===== src/hdl/cubic_bezier_point_eval_macros.svh =====
// assertion macros shared by the curve evaluator modules
// no dependencies; the empty forms are used when SYNTHESIS is defined
`ifndef CUBIC_BEZIER_POINT_EVAL_MACROS_SVH
`define CUBIC_BEZIER_POINT_EVAL_MACROS_SVH

`ifndef SYNTHESIS

// property that must hold at every clock edge out of reset
`define CBPE_ASSERT(label, clk, rst, prop, msg) \
  label: assert property (@(posedge clk) disable iff (rst) (prop)) else $error(msg);

// antecedent in one cycle implies consequent in the next
`define CBPE_ASSERT_NEXT(label, clk, rst, ante, cons, msg) \
  label: assert property (@(posedge clk) disable iff (rst) (ante) |=> (cons)) else $error(msg);

`else

`define CBPE_ASSERT(label, clk, rst, prop, msg)
`define CBPE_ASSERT_NEXT(label, clk, rst, ante, cons, msg)

`endif

`endif


===== src/hdl/cbpe_pkg.sv =====
// constants, widths and types of the cubic curve point evaluator
// no dependencies
package cbpe_pkg;

  localparam int STEPS   = 100;
  localparam int COORD_W = 16;
  localparam int IDX_W   = 7;
  localparam int LANES   = 2;

  localparam int STEP_W = $clog2(STEPS + 1);

  // denominator of the exact form: STEPS cubed
  localparam longint DEN   = longint'(STEPS) * STEPS * STEPS;
  localparam int     DEN_W = $clog2(DEN + 1);

  // weighted sums stay inside the hull, so magnitude is at most 2^15 * DEN
  localparam int NUM_W = DEN_W + COORD_W;
  localparam int MAG_W = NUM_W - 1;

  // reciprocal divide: upper bits of magnitude times scaled 1/DEN
  localparam int     HI_W      = (MAG_W < 30) ? MAG_W : 30;
  localparam int     DIV_SHIFT = MAG_W - HI_W;
  localparam int     QK        = HI_W + 2;
  localparam longint RECIP     = (longint'(1) << (QK + DIV_SHIFT)) / DEN;
  localparam int     RECIP_W   = $clog2(RECIP + 1);
  localparam int     PRD_W     = HI_W + RECIP_W;
  localparam int     Q_W       = COORD_W;
  localparam int     REM_W     = DEN_W + 1;

  localparam logic [STEP_W-1:0]  STEPS_V = STEP_W'(STEPS);
  localparam logic [DEN_W-1:0]   DEN_V   = DEN_W'(DEN);
  localparam logic [RECIP_W-1:0] RECIP_V = RECIP_W'(RECIP);

  typedef logic [STEP_W-1:0]         step_t;
  typedef logic signed [COORD_W-1:0] coord_t;

  typedef struct packed {
    logic [DEN_W-1:0] w0;
    logic [DEN_W-1:0] w1;
    logic [DEN_W-1:0] w2;
    logic [DEN_W-1:0] w3;
  } wgt_t;

  typedef struct packed {
    coord_t p0;
    coord_t p1;
    coord_t p2;
    coord_t p3;
  } ctrl_pts_t;

endpackage


===== src/hdl/cbpe_weights.sv =====
// stages 1 to 3: step index to the four Bernstein weights scaled by STEPS^3
// depends on cbpe_pkg and the assertion macro header
`include "cubic_bezier_point_eval_macros.svh"

module cbpe_weights (
  input  logic                           clk,
  input  logic                           rst,
  input  logic                           adv,
  input  logic                           in_valid,
  input  logic [cbpe_pkg::IDX_W-1:0]     step_index,
  output logic                           out_valid,
  output cbpe_pkg::wgt_t                 wgt
);
  import cbpe_pkg::*;

  localparam int SQ_W   = 2 * STEP_W;
  localparam int CUBE_W = 3 * STEP_W + 2;

  logic            v1, v2;
  step_t           idx_sat;
  step_t           i1, u1, i2, u2;
  logic [SQ_W-1:0] uu2, ii2, ui2;
  logic [CUBE_W-1:0] c0, c1, c2, c3;

  // index beyond STEPS lands on the finish point
  assign idx_sat = (int'(step_index) > STEPS) ? STEPS_V : STEP_W'(step_index);

  always_ff @(posedge clk) begin
    if (rst) begin
      v1        <= 1'b0;
      v2        <= 1'b0;
      out_valid <= 1'b0;
    end else if (adv) begin
      v1        <= in_valid;
      v2        <= v1;
      out_valid <= v2;
    end
  end

  assign c0 = CUBE_W'(uu2) * CUBE_W'(u2);
  assign c1 = CUBE_W'(uu2) * CUBE_W'(i2) * CUBE_W'(2'd3);
  assign c2 = CUBE_W'(ui2) * CUBE_W'(i2) * CUBE_W'(2'd3);
  assign c3 = CUBE_W'(ii2) * CUBE_W'(i2);

  always_ff @(posedge clk) begin
    if (adv) begin
      i1     <= idx_sat;
      u1     <= STEPS_V - idx_sat;
      i2     <= i1;
      u2     <= u1;
      uu2    <= SQ_W'(u1) * SQ_W'(u1);
      ii2    <= SQ_W'(i1) * SQ_W'(i1);
      ui2    <= SQ_W'(u1) * SQ_W'(i1);
      wgt.w0 <= c0[DEN_W-1:0];
      wgt.w1 <= c1[DEN_W-1:0];
      wgt.w2 <= c2[DEN_W-1:0];
      wgt.w3 <= c3[DEN_W-1:0];
    end
  end

  `CBPE_ASSERT(a_wgt_sum, clk, rst, !out_valid || ((DEN_W+2)'(wgt.w0) + (DEN_W+2)'(wgt.w1) + (DEN_W+2)'(wgt.w2) + (DEN_W+2)'(wgt.w3) == (DEN_W+2)'(DEN_V)), "weights do not sum to STEPS cubed")

endmodule


===== config.mk =====
export PLATFORM = sky130hd
export DESIGN_NAME = cbpe_weights
export DESIGN_NICKNAME = d
export VERILOG_FILES = /design/src/hdl/cbpe_pkg.sv /design/src/hdl/cbpe_weights.sv
export VERILOG_INCLUDE_DIRS = /design/src /design/src/hdl
export SDC_FILE = /design/constraint.sdc
export NUM_CORES = 1
export LEC_CHECK = 0
export ABC_AREA = 1
export BUFFER_PORTS_ARGS = -buffer_cell sky130_fd_sc_hd__buf_2
export CAP_MARGIN = 5
export CORE_MARGIN = 4
export CORE_UTILIZATION = 65
export DETAILED_ROUTE_END_ITERATION = 8
export PLACE_DENSITY_LB_ADDON = 0.05
export SYNTH_ARGS = -nofsm -noshare
export SYNTH_HDL_FRONTEND = slang
export SYNTH_SLANG_ARGS = --single-unit
export TNS_END_PERCENT = 5

===== constraint.sdc =====
create_clock -name clk -period 13 [get_ports clk]
set_input_delay 2.6 -clock clk [delete_from_list [all_inputs] [get_ports clk]]
set_output_delay 2.6 -clock clk [all_outputs]
set_load 0.02 [all_outputs]

==> results of run 1 <==
state kept, by name (all words and copies together) (netlist names):
register and flops:
ui2 14, i1 7, ii2 12, wgt 77, u1 6, v1 1
v2 1, uu2 12, u2 6, out_valid 1, i2 6
cells by family (layout without fill, tap and decap cells):
group                    Yosys count  count (layout)  share of synthesized area (%)
adder cells (fa/ha/maj)          536             536                          39.56
buffers and inverters            761             826                          12.90
other                              2              11                        0.03379
AND/OR/NAND/NOR                  978             978                          18.06
AO/OA/AOI/OAI                    204             204                          5.106
XOR/XNOR                         129             129                          5.151
flip-flops                       143             143                          19.18
final timing paths:
check / startpoint / endpoint / slack (ns)
worst max-delay path: i2[1] / wgt[58] / 7.28
worst min-delay path: out_valid / out_valid / 0.46
worst max register to register: i2[1] / wgt[58] / 7.28
worst min register to register: out_valid / out_valid / 0.46
stage by stage:
stage	utilization (%)	hold slack [ns]	cell area, µm²
3_5_place_dp	68.68	0.4477	23090
2_1_floorplan	-	0.4303	22260
4_1_cts	70.34	0.4572	23640
5_1_grt	70.34	0.4790	23640
3_3_place_gp	68.68	0.4392	23090
6_report	70.34	0.4566	23640
cell type report:
type	instances	area [µm²]	share of cell area (%)
Clock inverter	14	127.6	0.5398
Clock buffer	18	429.2	1.815
Timing Repair Buffer	100	529.3	2.238
Multi-Input combinational cell	1858	15130	63.98
Inverter	694	2605	11.02
Tap cell	448	560.5	2.371
Sequential cell	143	4264	18.03
worst max-delay path: cells and delay by family, from the launching register on:
family / cells / cell delay, ns
fa+ha+maj: 6 / 2.74
xor+xnor: 1 / 0.16
simple gates: 12 / 1.06
buf+inv: 7 / 0.62
flops: 1 / 0.36
compound gates: 3 / 0.54
per-layer routing:
metal / part of all wire (%) / wire, µm / vias to the layer above / global-route usage, %
li1: - / - / 8418 / -
met1: 43 / 20400 / 8254 / 34.68
met2: 50 / 23760 / 413 / 48.50
met3: 4.7 / 2241 / 96 / 4.522
met4: 2.9 / 1393 / 0 / 9.096
met5: 0 / 0 / - / 0
cell usage in the layout (no fill, tap or decap), types with 4 or more instances in the layout:
cell type,count
nand2_1,748
inv_1,691
fa_1,278
ha_1,258
edfxtp_1,140
a21oi_1,117
buf_2,90
xor2_1,86
nor2_1,76
nand3_1,61
xnor2_1,42
nand2_2,36
o21ai_0,35
nand4_1,22
clkbuf_16,17
conb_1,11
o21ai_1,10
nor3_1,10
nand3b_1,9
buf_4,9
a21oi_2,7
nand3_2,7
o21bai_1,7
nor2_2,6
a31oi_1,5
a21o_1,5
inv_6,5
clkinv_4,4
==> results.tsv, run 1 <==
stage	metric	value	unit
clock_network	CTS H-tree lvls	4	
critical_path	Crit Path Max Fanout	38	
detailed_routing	DRT Pass-1 Iters	8	
detailed_routing	DRC Markers	0	
clock_network	# clock sinks	143	
detailed_routing	post-route antenna net violation count	0	
sta	slew at the pin closest to its max-slew limit	0.9969	ns
detailed_routing	Vias	17181	
critical_path	Worst EP arrival	5.94	ns
clock_network	clock tree from TritonCTS	done	
floorplan	io pins	92	
placed_design	GPL Wtd Cong	0.8871	
sta	TNS Setup	0	ns
clock_network	hold-fix buffers at CTS	0	
yosys	Yosys warnings	0	
grt	GRT Total Usage	27.51	%
placed_design	dpl ws	7.300	ns
grt	initial antenna violation count	0	
critical_path	critical path startpoint category	flop	
finish	ANT cells	0	
clock_network	CTS buffer count	17	
critical_path	r2r worst-path depth	29	
sta	Setup Skew	0.01166	ns
yosys	post-synthesis average cell area	8.073	µm²
sta	final setup margin	7.279	ns
hold_path	Hold Path Class	flop to flop	
clock_network	Clk Latency, worst-skew pair	0.45	ns
detailed_routing	Wirelength per Cell	14.59	µm
finish	share of cells above drive strength 1	6.792	%
floorplan	initial core utilization	66.12	%
hold_path	Min-Delay Path Depth	2	
critical_path	slowest stage cell, crit path	fa_1	
grt	vias in the first global route	17868	
detailed_routing	drt first-iter violations	972	
placed_design	port bufs	91	
critical_path	Crit. End Element	flop	
clock_network	CTS clock-pin slew for the worst setup and hold paths	0.07	ns
yosys	ys async rst share	0	%
yosys	top cell type by total area after synthesis	fa_1	
detailed_routing	final WL	47.79	mm
detailed_routing	post-DR vias/cell	5.246	
critical_path	CP required	13.21	ns
sta	setup violators final	0	
floorplan	Die H	192.9	µm
grt	largest net degree at the start of global routing	76	
grt	total gr overflow	0	
yosys	synth unique cells	42	
placed_design	Post-DP HPWL	38.05	mm
yosys	cell with the most instances after synthesis	nand2_1	
yosys	top cells by area, synth	fa_1, edfxtp_1, ha_1	
finish	Final nets	3361	
sta	maximum clock frequency	174.8	MHz
flow_run	max-cap check violation count	0	
sta	unrepaired setup endpoints after global routing	false	
clock_network	Setup Buffers After CTS	0	
finish	Layout fillers	2790	
floorplan	Core Rows	67	
critical_path	crit path kind	flop to flop	
clock_network	Bufs on Longest Clock Path	2	
sta	final hold vios	0	
floorplan	core area	0.03362	mm²
floorplan	Die Area	0.03722	mm²
clock_network	Root Buffer	clkbuf_16	
clock_network	# resized after CTS	0	
floorplan	die width	192.9	µm
yosys	Synth top area share	25.04	%
yosys	Primary FF master, synth	edfxtp_1	
placed_design	placed insts	3243	
finish	Finished Layout Cells	3275	
yosys	register bit total from synthesis	143	
critical_path	CP max stage delay	0.53	ns
sta	Slew headroom	33.54	%
sta	final slew viol count	0	
yosys	register area share after synthesis	19.18	%
yosys	most common library cells after synthesis	nand2_1, inv_1, fa_1, ha_1, edfxtp_1	
status	status	finished clean	
grt	first-pass GRT wire length	82.90	mm
sta	period utilisation layout	44.01	%
yosys	Mapped Cells	2753	
yosys	Synth Cell Area	0.02223	mm²
yosys	EDFF count, synth	140	
finish	Area growth syn-to-layout	6.378	%
sta	crit path time final	5.721	ns
critical_path	Worst path most repeated cell	nand2_1	
Power of run 1 is not shown: default switching activity piles up to over one toggle a cycle in this logic, so the estimate is an artifact.
==> run 2: changes to the inputs <==
Clock period 13 ns to 5.6 ns, I/O delays scaled along.
==> results.tsv, run 2 (synthesis gave the netlist of run 1 again) <==
stage	metric	value	unit
finish	Final nets	3412	
detailed_routing	post-route antenna net violation count	0	
sta	Slew headroom	31.07	%
critical_path	Worst path most repeated cell	nand2_1	
placed_design	Post-DP HPWL	39.79	mm
finish	Layout fillers	2663	
clock_network	clock tree from TritonCTS	done	
sta	final hold vios	0	
critical_path	Crit Path Max Fanout	6	
finish	Most flops, register	wgt	
clock_network	CTS H-tree lvls	4	
floorplan	core area	0.03362	mm²
placed_design	Area after DPL	0.02342	mm²
finish	ANT cells	0	
placed_design	GPL Wtd Cong	0.9069	
sta	maximum clock frequency	186.1	MHz
grt	first-pass GRT wire length	85.07	mm
grt	GRT Total Usage	28.37	%
clock_network	Bufs on Longest Clock Path	2	
sta	final slew viol count	0	
hold_path	Hold Path Class	flop to flop	
floorplan	Die H	192.9	µm
critical_path	crit path kind	flop to flop	
floorplan	Core Rows	67	
finish	most frequent cells in the layout	nand2_1, inv_1, fa_1	
detailed_routing	drt first-iter violations	810	
clock_network	# clock sinks	143	
flow_run	max-cap check violation count	0	
floorplan	io pins	92	
sta	period utilisation layout	95.95	%
sta	crit path time final	5.373	ns
detailed_routing	top sig layer	met4	
grt	initial antenna violation count	0	
critical_path	Crit. End Element	flop	
critical_path	critical path startpoint category	flop	
critical_path	CP max stage delay	0.54	ns
critical_path	slowest stage cell, crit path	fa_1	
detailed_routing	Metal-1 WL	20.89	mm
placed_design	port bufs	91	
finish	share of cells above drive strength 1	11.12	%
clock_network	Root Buffer	clkbuf_16	
grt	total gr overflow	0	
detailed_routing	post-DR vias/cell	5.242	
floorplan	die width	192.9	µm
floorplan	initial core utilization	66.12	%
clock_network	hold-fix buffers at CTS	0	
detailed_routing	met2 routed WL	25.29	mm
sta	Setup Skew	0.007553	ns
sta	TNS Setup	0	ns
floorplan	Die Area	0.03722	mm²
detailed_routing	DRT Pass-1 Iters	5	
finish	Finished Cell Area	0.02456	mm²
detailed_routing	final WL	49.75	mm
detailed_routing	Wirelength per Cell	14.96	µm
finish	largest registers	wgt (77), ui2 (14)	
sta	unrepaired setup endpoints after global routing	true	
critical_path	R2R setup slack	0.23	ns
finish	commonest non-fill, non-tap cell in the layout	nand2_1	
finish	max FFs per register	77	
sta	setup violators final	0	
detailed_routing	DRC Markers	0	
grt	largest net degree at the start of global routing	101	
detailed_routing	metal3 WL	2.175	mm
clock_network	CTS clock-pin slew for the worst setup and hold paths	0.06	ns
sta	slew at the pin closest to its max-slew limit	1.034	ns
clock_network	Clk Latency, worst-skew pair	0.45	ns
clock_network	CTS buffer count	17	
grt	vias in the first global route	18253	
critical_path	CP required	5.81	ns
status	status	finished clean	
finish	Area growth syn-to-layout	10.50	%
detailed_routing	Vias	17431	
critical_path	Worst EP arrival	5.58	ns
-- run 2: changes by cell type in the layout (fill, tap and decap cells not counted), moves of 7 or more --
cell and change:
nand2_1 -13, nor2_1 -7, ha_2 +9, ha_1 -23, ha_4 +14, nand2_2 +13
a21oi_1 -18, nor2_2 +7, a21oi_2 +14, xor2_1 -7, buf_4 +44
-- run 2: layer usage --
layer  global-route usage [%]  up-vias
li1                         -     8512
met1                    35.76     8414
met2                    51.07      407
met3                    3.491       98
met4                    9.069        0
met5                        0        -
-- run 2: final cells by class --
type                       count  area, µm²  area share (%)
clock buffer                  17      425.4           1.732
clock inverter                14      118.9          0.4840
inverter                     694       2605           10.61
multi-input combinational   1858      15610           63.57
sequential                   143       4264           17.36
tap                          448      560.5           2.282
timing repair buffer         151      973.4           3.963
-- run 2: worst paths after layout --
check	start	end	depth (start not counted)
max	i2[1]	wgt[56]	29
min	v1	v2	2
max reg2reg	i2[1]	wgt[56]	29
min reg2reg	v1	v2	2
-- run 2: repair_timing --
| action | in CTS | in global routing |
|---|---|---|
| pin swaps | 0 | 17 |
| buffers inserted | 1 | 12 |
| gates resized for setup | 0 | 99 |
| setup endpoints to repair | 1 | 15 |
-- run 2: per-stage QoR --
| step | hold slack, ns | cells | util (%) | setup slack, ns |
|---|---|---|---|---|
| 2_1_floorplan | 0.4303 | 2762 | - | 0.2202 |
| 3_3_place_gp | 0.4406 | 3281 | 69.68 | 0.1064 |
| 3_5_place_dp | 0.4508 | 3281 | 69.68 | 0.0004765 |
| 4_1_cts | 0.4591 | 3313 | 71.32 | 0.02306 |
| 5_1_grt | 0.4745 | 3325 | 73.06 | -0.08317 |
| 6_report | 0.4566 | 3325 | 73.06 | 0.2270 |
-- run 2: worst max-delay path, delay by kind of cell, from the launching register on --
family                   cells  cell delay (ns)
adder cells (fa/ha/maj)      6             2.57
AO/OA/AOI/OAI                4             0.54
flip-flops                   1             0.50
AND/OR/NAND/NOR             12             0.98
XOR/XNOR                     1             0.19
buffers and inverters        6             0.35
Power of run 2 is left out for the same reason.
