<file path="config.mk">
export PLATFORM = sky130hd
export DESIGN_NAME = cbpe_div
export DESIGN_NICKNAME = d
export VERILOG_FILES = /design/src/hdl/cbpe_pkg.sv /design/src/hdl/cbpe_div.sv
export VERILOG_INCLUDE_DIRS = /design/src /design/src/hdl
export SDC_FILE = /design/constraint.sdc
export NUM_CORES = 1
export LEC_CHECK = 0
export BUFFER_PORTS_ARGS = -buffer_cell sky130_fd_sc_hd__buf_2
export CELL_PAD_IN_SITES_DETAIL_PLACEMENT = 1
export CELL_PAD_IN_SITES_GLOBAL_PLACEMENT = 1
export CORE_MARGIN = 8
export CORE_UTILIZATION = 45
export CTS_CLUSTER_SIZE = 24
export DETAILED_ROUTE_END_ITERATION = 8
export PLACE_DENSITY = 0.88
export SYNTH_ARGS = -nofsm -noshare
export SYNTH_HDL_FRONTEND = slang
export SYNTH_SLANG_ARGS = --single-unit
</file>
<file path="constraint.sdc">
create_clock -name clk -period 6.5 [get_ports clk]
set_input_delay 1.625 -clock clk [delete_from_list [all_inputs] [get_ports clk]]
set_output_delay 1.625 -clock clk [all_outputs]
set_load 0.005 [all_outputs]
</file>
<file path="src/hdl/cubic_bezier_point_eval_macros.svh">
// assertion macros shared by the curve evaluator modules
// no dependencies; the empty forms are used when SYNTHESIS is defined
`ifndef CUBIC_BEZIER_POINT_EVAL_MACROS_SVH
`define CUBIC_BEZIER_POINT_EVAL_MACROS_SVH

`ifndef SYNTHESIS

// property that must hold at every clock edge out of reset
`define CBPE_ASSERT(label, clk, rst, prop, msg) \
  label: assert property (@(posedge clk) disable iff (rst) (prop)) else $error(msg);

// antecedent in one cycle implies consequent in the next
`define CBPE_ASSERT_NEXT(label, clk, rst, ante, cons, msg) \
  label: assert property (@(posedge clk) disable iff (rst) (ante) |=> (cons)) else $error(msg);

`else

`define CBPE_ASSERT(label, clk, rst, prop, msg)
`define CBPE_ASSERT_NEXT(label, clk, rst, ante, cons, msg)

`endif

`endif

</file>
<file path="src/hdl/cbpe_pkg.sv">
// constants, widths and types of the cubic curve point evaluator
// no dependencies
package cbpe_pkg;

  localparam int STEPS   = 100;
  localparam int COORD_W = 16;
  localparam int IDX_W   = 7;
  localparam int LANES   = 2;

  localparam int STEP_W = $clog2(STEPS + 1);

  // denominator of the exact form: STEPS cubed
  localparam longint DEN   = longint'(STEPS) * STEPS * STEPS;
  localparam int     DEN_W = $clog2(DEN + 1);

  // weighted sums stay inside the hull, so magnitude is at most 2^15 * DEN
  localparam int NUM_W = DEN_W + COORD_W;
  localparam int MAG_W = NUM_W - 1;

  // reciprocal divide: upper bits of magnitude times scaled 1/DEN
  localparam int     HI_W      = (MAG_W < 30) ? MAG_W : 30;
  localparam int     DIV_SHIFT = MAG_W - HI_W;
  localparam int     QK        = HI_W + 2;
  localparam longint RECIP     = (longint'(1) << (QK + DIV_SHIFT)) / DEN;
  localparam int     RECIP_W   = $clog2(RECIP + 1);
  localparam int     PRD_W     = HI_W + RECIP_W;
  localparam int     Q_W       = COORD_W;
  localparam int     REM_W     = DEN_W + 1;

  localparam logic [STEP_W-1:0]  STEPS_V = STEP_W'(STEPS);
  localparam logic [DEN_W-1:0]   DEN_V   = DEN_W'(DEN);
  localparam logic [RECIP_W-1:0] RECIP_V = RECIP_W'(RECIP);

  typedef logic [STEP_W-1:0]         step_t;
  typedef logic signed [COORD_W-1:0] coord_t;

  typedef struct packed {
    logic [DEN_W-1:0] w0;
    logic [DEN_W-1:0] w1;
    logic [DEN_W-1:0] w2;
    logic [DEN_W-1:0] w3;
  } wgt_t;

  typedef struct packed {
    coord_t p0;
    coord_t p1;
    coord_t p2;
    coord_t p3;
  } ctrl_pts_t;

endpackage

</file>
<file path="src/hdl/cbpe_div.sv">
// stages 8 to 10: divide the magnitude by STEPS^3 through a reciprocal, correct, re-sign
// depends on cbpe_pkg and the assertion macro header
`include "cubic_bezier_point_eval_macros.svh"

module cbpe_div (
  input  logic                        clk,
  input  logic                        rst,
  input  logic                        adv,
  input  logic                        in_valid,
  input  logic                        neg [cbpe_pkg::LANES],
  input  logic [cbpe_pkg::MAG_W-1:0]  mag [cbpe_pkg::LANES],
  output logic                        out_valid,
  output cbpe_pkg::coord_t            quot [cbpe_pkg::LANES]
);
  import cbpe_pkg::*;

  localparam logic [REM_W-1:0] REM_LIM = REM_W'(2 * DEN);

  logic v8, v9;

  logic [PRD_W-1:0] prod8 [LANES];
  logic [MAG_W-1:0] mag8  [LANES];
  logic             neg8  [LANES];
  logic [Q_W-1:0]   qe9   [LANES];
  logic [REM_W-1:0] rem9  [LANES];
  logic             neg9  [LANES];
  logic [Q_W-1:0]   q_fix [LANES];

  always_ff @(posedge clk) begin
    if (rst) begin
      v8        <= 1'b0;
      v9        <= 1'b0;
      out_valid <= 1'b0;
    end else if (adv) begin
      v8        <= in_valid;
      v9        <= v8;
      out_valid <= v9;
    end
  end

  // estimate is the true quotient or one below it
  always_comb begin
    for (int l = 0; l < LANES; l++) begin
      q_fix[l] = qe9[l] + Q_W'(rem9[l] >= REM_W'(DEN_V));
    end
  end

  always_ff @(posedge clk) begin
    if (adv) begin
      for (int l = 0; l < LANES; l++) begin
        prod8[l] <= PRD_W'(mag[l][MAG_W-1 -: HI_W]) * PRD_W'(RECIP_V);
        mag8[l]  <= mag[l];
        neg8[l]  <= neg[l];
        qe9[l]   <= prod8[l][QK +: Q_W];
        rem9[l]  <= REM_W'(mag8[l] - MAG_W'(prod8[l][QK +: Q_W]) * MAG_W'(DEN_V));
        neg9[l]  <= neg8[l];
        quot[l]  <= neg9[l] ? COORD_W'(-q_fix[l]) : COORD_W'(q_fix[l]);
      end
    end
  end

  `CBPE_ASSERT(a_rem_x, clk, rst, !v9 || (rem9[0] < REM_LIM), "x quotient estimate off by more than one")
  `CBPE_ASSERT(a_rem_y, clk, rst, !v9 || (rem9[1] < REM_LIM), "y quotient estimate off by more than one")

endmodule

</file>
==> impl_metrics.json, run 1 <==
{
  "hold_viol_final": 0,
  "fp.dieW_um": 258.0,
  "ys_seq_area_share_pct": 21.19,
  "first_global_vias": 23736,
  "synth_fp_nets": 3329,
  "worstHoldEndpoint": "neg9[0][0]$_DFFE_PP_",
  "hold_depth": 0,
  "num_rows": 88,
  "synth_warnings": 0,
  "drt_iter0_drc": 989,
  "htreeDepth": 4,
  "synth_cells": 2383,
  "hp-start": "neg8[0][0]$_DFFE_PP_",
  "min_period_ns": 6.605,
  "regToRegSetupSlack_ns": 1.12,
  "path_class": "input pin to register",
  "synth_edf_count": 184,
  "syn_area_um2": 26360,
  "wl_per_cell_um": 24.18,
  "final-instance-count-excl-fill": 3577,
  "yosysMostFrequentCell": "ha_1",
  "ys_top_cells_by_area": "ha_1 27%, fa_1 23%, edfxtp_1 21%",
  "hold_slack_ns": 0.4219,
  "seq_area_um2": 5585,
  "grt_usage_pct": 24.59,
  "ys_seq_elements": 187,
  "critPathArrivalTime_ns": 6.85,
  "avgSynthCellArea_um2": 11.06,
  "area.growth.synth_to_final_pct": 19.36,
  "grt_pass1_wl_um": 129100,
  "worstSkewPairLatency_ns": 0.49,
  "drive_gt1_share_pct": 19.35,
  "diodes": 0,
  "dp_cells": 3533,
  "dpl.hpwl_um": 67740,
  "cts-buffers-inserted": 17,
  "yosys.area.top_type": "ha_1",
  "dr.pass1.iters": 7,
  "die_y_um": 258.0,
  "die_area_um2": 66570,
  "r2r_end": "rem9[0][41]$_DFFE_PP_",
  "worstRegToRegCells": 16,
  "routed_wl_um": 86490,
  "synthArstFlopShare_pct": 0,
  "synth_top_area_share_pct": 26.97,
  "crit_required_ns": 6.74,
  "setup.worst_path.start_class": "input pin",
  "rsz0062_at_grt": "yes",
  "yosysUniqueCellTypes": 67,
  "final_nets": 3745,
  "core_area_um2": 57810,
  "initial_core_util_pct": 45.59,
  "timing.slew.headroom_pct": 51.79,
  "vias_per_cell": 5.654,
  "final.setup.tns_ns": -0.3943,
  "cts_hold_buf": 0,
  "io_buffer_count": 108,
  "antenna_left": 0,
  "clock_sinks": 187,
  "root_buffer": "clkbuf_16",
  "clk_pin_slew_ns": 0.08,
  "gp_congestion": 0.9070,
  "reg2reg_from": "prod8[0][78]$_DFFE_PP_",
  "num_vias": 20224,
  "fmaxAchievable_mhz": 151.4,
  "setup_viol": 8,
  "worst_pin_slew_ns": 0.7232,
  "overflow": 0,
  "grt_max_degree": 104,
  "ctsLongestPathBuffers": 2,
  "violations": "negative setup slack",
  "drc": 0,
  "max-cap-violations": 0,
  "path_max_fanout": 4,
  "synth_common_cells": "568 x ha_1, 468 x inv_1, 302 x fa_1",
  "antenna_found_initial": 0,
  "skew_ns": 0.01880,
  "setup_ws_ns": -0.1047,
  "status": "finished with violations",
  "multiInputGateArea_um2": 19700,
  "drv_slew": 0,
  "n_fill_cell": 6214,
  "fin_crit_sh_pct": 101.6,
  "utilization_pct": 54.42,
  "num_io_pins": 109,
  "hp-class": "register to register",
  "synth_flop_cell": "edfxtp_1",
  "cp-end-kind": "register",
  "cts_tree": "done"
}
[final cells by class]
| class | instances | area share (%) |
|---|---|---|
| multi-input combinational | 1720 | 62.61 |
| sequential | 187 | 17.76 |
| timing repair buffer | 405 | 9.049 |
| inverter | 468 | 5.584 |
| tap | 765 | 3.043 |
| clock buffer | 17 | 1.352 |
| clock inverter | 15 | 0.6085 |
[critical path, stage by stage]
cell,delay [ns]
buf_2,0.13
ha_1,0.31
buf_4,0.15
xor2_1,0.17
ha_1,0.21
a21o_1,0.16
ha_1,0.21
fa_1,0.46
fa_1,0.55
inv_1,0.05
fa_1,0.49
inv_1,0.05
ha_1,0.30
a21o_1,0.22
a21o_1,0.25
a211oi_4,0.33
a211oi_4,0.13
o31ai_4,0.25
buf_6,0.16
a211oi_4,0.07
or3_4,0.37
a21o_1,0.19
[state kept, by name (all words and copies together) (netlist names)]
signal     count
mag8          42
neg8           2
neg9           2
out_valid      1
prod8         32
qe9           32
quot          32
rem9          42
v8             1
v9             1
[through the flow]
stage	setup slack (ns)	area, um2
6_report	-0.1047	31460
5_1_grt	-0.2361	31460
4_1_cts	0.0006768	30850
3_5_place_dp	-0.7447	30030
3_3_place_gp	-0.5391	30030
2_1_floorplan	0.003208	26410
[worst max path at each step]
stage                 start                      to  slack [ns]  cells past startpoint
floorplan           mag[45]  prod8[0][46]$_DFFE_PP_       0.003                     22
global placement    mag[46]  prod8[0][46]$_DFFE_PP_       -0.54                     23
detailed placement  mag[57]  prod8[0][46]$_DFFE_PP_       -0.74                     21
CTS                 mag[45]  prod8[0][46]$_DFFE_PP_      0.0007                     24
global route        mag[48]  prod8[0][46]$_DFFE_PP_       -0.24                     24
finish              mag[49]  prod8[0][46]$_DFFE_PP_       -0.10                     22
[metal layers]
metal | vias to the layer above | global-route usage (%) | part of all wire, %
li1 | 8868 | - | -
met2 | 689 | 46.00 | 52
met3 | 358 | 3.901 | 4.1
met5 | - | 0 | 0
met1 | 10309 | 27.08 | 38
met4 | 0 | 11.14 | 5.8
[kinds of logic (layout without fill, tap and decap cells)]
family	Yosys count	after routing	synth area share [%]
XOR/XNOR	234	234	7.776
AO/OA/AOI/OAI	348	348	8.973
flip-flops	187	187	21.19
adder cells (fa/ha/maj)	870	870	49.91
multiplexers	6	6	0.2326
buffers and inverters	476	905	6.803
AND/OR/NAND/NOR	262	262	5.118
[what timing repair did]
item / 4_1_cts / 5_1_grt
gates resized for setup: 33 / 95
endpoints found under the hold margin: 0 / 0
setup endpoints to repair: 14 / 25
buffers inserted: 3 / 10
pin swaps: 16 / 47
[cells in the final DEF (no fill, tap or decap), types with 39 or more instances in the layout]
cell	instances
nand2_1	60
inv_1	464
fa_1	297
o21ai_0	39
a21oi_1	68
buf_2	101
ha_1	530
xnor2_1	98
a21o_1	123
buf_4	294
xor2_1	133
edfxtp_1	184
Power of run 1 is not shown: default switching activity piles up to over one toggle a cycle in this logic, so the estimate is an artifact.
==> run 2, diff against run 1 <==
SKIP_LAST_GASP = 1   (was default)
==> run 2 against run 1 <==
Compared with the run above:
- the flow still finishes with violations (negative setup slack)
- die area unchanged
- via count shrank 1.0%
- fmax shrank 0.46%
- largest cell class unchanged
==> impl_metrics.json, run 2 (synthesis gave the netlist of run 1 again) <==
{
  "final-instance-count-excl-fill": 3575,
  "timing.slew.headroom_pct": 51.87,
  "fin_crit_sh_pct": 102.1,
  "first_global_vias": 23730,
  "drt_iter0_drc": 931,
  "gp_congestion": 0.9070,
  "dpl.hpwl_um": 67740,
  "violations": "negative setup slack",
  "num_rows": 88,
  "cp_slowest_cell": "fa_1",
  "ctsLongestPathBuffers": 2,
  "dp_cells": 3533,
  "final_common_cell": "ha_1",
  "vias_per_cell": 5.600,
  "crit_family": "adder cells",
  "final_nets": 3743,
  "die_y_um": 258.0,
  "num_vias": 20019,
  "area.growth.synth_to_final_pct": 19.07,
  "status": "finished with violations",
  "clock_sinks": 187,
  "max_stage_delay_ns": 0.54,
  "core_area_um2": 57810,
  "initial_core_util_pct": 45.59,
  "skew_ns": 0.02030,
  "diodes": 0,
  "clk_pin_slew_ns": 0.08,
  "drive_gt1_share_pct": 18.97,
  "grt_max_degree": 104,
  "largest_registers": "mag8 (42), rem9 (42)",
  "worstSkewPairLatency_ns": 0.49,
  "min_period_ns": 6.635,
  "final.setup.tns_ns": -0.4168,
  "critPathArrivalTime_ns": 6.85,
  "grt_pass1_wl_um": 129000,
  "drv_slew": 0,
  "hp-class": "register to register",
  "antenna_found_initial": 0,
  "dr.pass1.iters": 5,
  "num_io_pins": 109,
  "path_max_fanout": 5,
  "crit_buf_inv": 6,
  "fmaxAchievable_mhz": 150.7,
  "mostFrequentLayoutCells": "531 x ha_1, 464 x inv_1, 297 x fa_1",
  "setup_ws_ns": -0.1350,
  "root_buffer": "clkbuf_16",
  "antenna_left": 0,
  "fp.dieW_um": 258.0,
  "io_buffer_count": 108,
  "max-cap-violations": 0,
  "rsz0062_at_grt": "yes",
  "crit_top_cell": "ha_1",
  "grt_usage_pct": 24.56,
  "cts_tree": "done",
  "cts_hold_buf": 0,
  "routed_wl_um": 84740,
  "htreeDepth": 4,
  "utilization_pct": 54.29,
  "worst_pin_slew_ns": 0.7220,
  "hold_viol_final": 0,
  "crit_required_ns": 6.72,
  "path_class": "input pin to register",
  "hold_slack_ns": 0.4220,
  "die_area_um2": 66570,
  "overflow": 0,
  "setup_viol": 5,
  "cp-end-kind": "register",
  "drc": 0,
  "path_cells": "buf_2, buf_4, ha_1, xor2_1, ha_1, a21o_1, ha_1, fa_1, fa_1, inv_1, fa_1, inv_1, ha_1, nand4_1, buf_4, nor2_4, o31ai_4, a211oi_4, o31ai_4, buf_6, o21ai_1, a41o_1, nor2_1",
  "wl_per_cell_um": 23.70,
  "setup.worst_path.start_class": "input pin",
  "cts-buffers-inserted": 17
}
run 2: cell count changes in the layout (fill, tap and decap cells not counted), moves of 2 or more:
cell,previous run,this run
ha_2,9,7
nand3_1,29,31
a21oi_1,68,70
a21oi_2,12,10
run 2: area by class of cell:
type,count,area (um2)
clock buffers,17,425.4
repair buffers,403,2830
well taps,765,957.2
flip-flops and latches,187,5585
multi-input cells,1720,19640
fillers,6230,26420
inverters,468,1757
clock inverters,15,191.4
run 2: final timing paths:
| kind | depth (start not counted) | slack (ns) | end | from |
|---|---|---|---|---|
| worst max-delay path | 23 | -0.14 | prod8[0][43]$_DFFE_PP_ | mag[50] |
| worst min-delay path | 0 | 0.42 | neg9[0][0]$_DFFE_PP_ | neg8[0][0]$_DFFE_PP_ |
| worst max register to register | 16 | 1.13 | rem9[0][41]$_DFFE_PP_ | prod8[0][78]$_DFFE_PP_ |
| worst min register to register | 0 | 0.42 | neg9[0][0]$_DFFE_PP_ | neg8[0][0]$_DFFE_PP_ |
run 2: through the flow:
step	worst slack [ns]	area [um2]
4_1_cts	-0.009500	30840
5_1_grt	-0.1995	31380
2_1_floorplan	0.003208	26410
6_report	-0.1350	31380
3_5_place_dp	-0.7447	30030
3_3_place_gp	-0.5391	30030
run 2: per-layer routing:
metal | vias up | track usage [%] | part of all wire, % | wire [um]
li1 | 8861 | - | - | -
met1 | 10181 | 27.07 | 38 | 32400
met2 | 645 | 46.00 | 52 | 44280
met3 | 332 | 3.862 | 4.1 | 3475
met4 | 0 | 11.06 | 5.4 | 4583
met5 | - | 0 | 0 | 0
run 2: what timing repair did:
| action | CTS | global route |
|---|---|---|
| pin swaps | 16 | 36 |
| resized for setup | 31 | 82 |
| buffers inserted | 3 | 8 |
| setup endpoints to repair | 14 | 23 |
Power of run 2 is left out for the same reason.
